## src/bsb_pkg.sv

```systemverilog
// ---------------------------------------------------------------------------
// bsb_pkg
// types, codes and constants of the bit stack buffer
// ---------------------------------------------------------------------------
package bsb_pkg;

  // store geometry: bits are kept eight to a word, lane = position[2:0]
  localparam int unsigned CAPACITY = 4096;
  localparam int unsigned IDX_W    = 12;
  localparam int unsigned CNT_W    = 13;
  localparam int unsigned WORDS    = CAPACITY / 8;
  localparam int unsigned WA_W     = $clog2(WORDS);

  // command codes
  typedef enum logic [2:0] {
    CMD_PUSH_BIT  = 3'd0,
    CMD_PUSH_MSB  = 3'd1,
    CMD_PUSH_LSB  = 3'd2,
    CMD_POP       = 3'd3,
    CMD_SET       = 3'd4,
    CMD_READ_BIT  = 3'd5,
    CMD_READ_BYTE = 3'd6
  } cmd_e;

  // result status codes
  typedef enum logic [1:0] {
    STAT_OK    = 2'd0,
    STAT_RANGE = 2'd1,
    STAT_FULL  = 2'd2,
    STAT_EMPTY = 2'd3
  } status_e;

  // memory port request
  typedef struct packed {
    logic            we;
    logic [WA_W-1:0] waddr;
    logic [7:0]      wmask;
    logic [7:0]      wdata;
    logic            re;
    logic [WA_W-1:0] raddr;
  } mem_req_t;

  // bit order swap of one byte
  function automatic logic [7:0] rev8(input logic [7:0] v);
    logic [7:0] r;
    for (int i = 0; i < 8; i++) begin
      r[i] = v[7-i];
    end
    return r;
  endfunction

endpackage

```

## src/bsb_align.sv

```systemverilog
// ---------------------------------------------------------------------------
// bsb_align
// shared 16-bit funnel shifter: places a bit stream at its lane offset for
// writes and pulls eight bits out of a two-word window for reads
// ---------------------------------------------------------------------------
module bsb_align import bsb_pkg::*; (
  input  logic [15:0] data_i,
  input  logic [2:0]  amt_i,
  input  logic        left_i,
  output logic [15:0] data_o
);

  // shift in either direction by the lane offset
  always_comb begin
    if (left_i) begin
      data_o = data_i << amt_i;
    end else begin
      data_o = data_i >> amt_i;
    end
  end

endmodule

```

## config.mk

```make
export PLATFORM = sky130hd
export DESIGN_NAME = bsb_align
export DESIGN_NICKNAME = d
export VERILOG_FILES = /design/src/bsb_pkg.sv /design/src/bsb_align.sv
export SDC_FILE = /design/constraint.sdc
export NUM_CORES = 1
export LEC_CHECK = 0
export CORE_ASPECT_RATIO = 1.5
export CORE_MARGIN = 2
export CORE_UTILIZATION = 62
export DETAILED_ROUTE_END_ITERATION = 8
export DONT_BUFFER_PORTS = 1
export PLACE_DENSITY = 0.89
export REMOVE_ABC_BUFFERS = 1
export SETUP_SLACK_MARGIN = 0.2
export SYNTH_ARGS = -nofsm -noshare
export SYNTH_HDL_FRONTEND = slang
export SYNTH_SLANG_ARGS = --single-unit
```

## constraint.sdc

```tcl
create_clock -name vclk -period 1
set_input_delay 0 -clock vclk [all_inputs]
set_output_delay 0 -clock vclk [all_outputs]
set_load 0.02 [all_outputs]
```

==> out/results.txt <==
outcome: finished, violations left
failing checks: negative setup slack
delay-heaviest family, CP: multiplexers
area delta synth->final: 14.3%
Pre-Repair DR Iteration Count: 4
DP HPWL: 2540 um
Fin Setup TNS: -0.0118 ns
most common cell after layout, fill and taps aside: mux2i_1
layout cells sized above 1: 44.7%
clock buffer count: 0
cell count after placement: 179
1st-iter DRT viols: 67
register area: 0 um^2
Synth area leaders: mux4_2 (19%), mux2i_1 (18%), a211oi_1 (5.8%), buf_6 (4.8%), mux2_4 (4.2%)
synthesized cell area: 1420 um^2
CP endpoint kind: output port
fillcell total: 162
post-synthesis cell type count: 40
worst-path cell chain: mux2_4 -> mux4_2 -> nor2_4 -> a31oi_4
CP required: 1.00 ns
Max VDD drop: 0.294 mV
largest net degree at the start of global routing: 56
area share of the largest cell type after synthesis: 19.0%
die area: 2700 um^2
CORE AREA: 2210 um^2
cell accounting for the most synthesized area: mux4_2
Slowest-stage cell, CP: mux4_2
Worst slew margin: 78.0%
Max Cap Viol: 0
yosys warns: 0
die extent in y: 62.6 um
placed cell area: 1400 um^2
final hold slack: 0.0578 ns
highest clock rate: 0.990 GHz
initial antenna violation count: 0
period utilization: 101%
average size of a mapped cell: 8.61 um^2
Critical Path Start Type: primary input
commonest non-fill, non-tap cells in the layout: mux2i_1 (24), buf_4 (18), mux4_2 (12)
non-filler cells in the finished layout: 184
DR vias/cell: 7.80
Seq/Total Area, Yosys: 0%
Overflow after GRT: 0
GPL Wtd Cong: 0.794
first-pass GRT wire length: 6400 um
vias in the first global route: 1316
Top Ports: 36
final net count: 183
drt drc: 0
post-synthesis cell count: 165
crit-path max FO: 55
Crit path depth: 4
Tot GR Track Use: 29.3%
final WL: 4070 um
placement row count: 21
routed vias: 1435
final hold vios: 0
Slew @ Worst Pin: 0.321 ns
I/O Buffers: 0
Initial Util: 64.4%
fin worst setup slack: -0.00965 ns
Setup violations, final: 2
Seq Cell Count: 0
Power, Total: 800 uW
worst hold stages: 1
Buffers & Inverters on Critical Path: 0
Die W: 43.1 um
Post-DRT Antenna Nets: 0
Hold Path Class: in2out
CP arrival: 1.01 ns
Max Slew Vio Count: 0
RSZ-0062 raised after global routing: true
Final Critical Period: 1.01 ns
Diodes inserted: 0
# hold bufs at CTS: 0
P_leak: 0.000618 uW
Power Density: 492 nW/um^2
critical setup path kind: in2out
wire length per cell: 22.1 um
post-route cell area: 1620 um^2
Crit path largest cell delay: 0.51 ns
[kinds of logic after synthesis]
logic type | Yosys count | share of synthesized area [%]
simple gates | 32 | 10.2
mux | 50 | 49.9
buf+inv | 26 | 11.9
compound gates | 57 | 28.0
[cell usage after synthesis (2+ instances only)]
| library cell | number |
|---|---|
| a211oi_1 | 11 |
| clkbuf_1 | 8 |
| nand2b_1 | 2 |
| mux2i_1 | 26 |
| o21ai_0 | 6 |
| o211ai_1 | 2 |
| buf_2 | 5 |
| nand2_1 | 11 |
| a211o_1 | 2 |
| o21a_1 | 2 |
| inv_1 | 2 |
| nand3_1 | 5 |
| o22a_1 | 5 |
| a21oi_1 | 11 |
| nor2_1 | 9 |
| buf_6 | 6 |
| mux2_2 | 5 |
| a31oi_1 | 6 |
| buf_4 | 4 |
| nor2b_1 | 3 |
| mux2_4 | 4 |
| mux4_2 | 12 |
[final timing paths]
kind                  startpoint        end
worst max-delay path    amt_i[0]  data_o[4]
worst min-delay path    amt_i[2]  data_o[2]
[stage by stage]
step,utilization [%],setup WS (ns)
finish,73.6,-0.00965
global route,73.6,-0.0189
CTS,70.3,-0.0100
detailed placement,63.5,-0.0288
global placement,63.5,-0.0266
floorplan,-,0.0112
[repair_timing]
| action | CTS | global route |
|---|---|---|
| setup buffers | 1 | 3 |
| cloned | 0 | 1 |
| setup endpoints to repair | 15 | 15 |
| pin swaps | 16 | 7 |
| resized for setup | 35 | 10 |
[metal layers]
layer / wire length [um] / track usage (%) / vias up
li1: - / - / 649
met4: 58 / 4.92 / 0
met5: 0 / 0 / -
met2: 2180 / 50.4 / 84
met1: 1460 / 39.9 / 694
met3: 374 / 2.31 / 8
[power by group]
part / leakage [uW] / switching [uW] / internal (uW)
clock network: 0 / 0 / 0
registers: 0 / 0 / 0
logic: 0.000618 / 357 / 443
[area by class of cell]
cell class,instances,area (um^2),share of cell area (%)
Multi-Input combinational cell,139,1430,88.2
Timing Repair Buffer,19,146,9.01
Tap cell,23,28.8,1.77
Inverter,2,11.3,0.693
Timing Repair inverter,1,5.00,0.308
(Power assumes the default switching activity.)
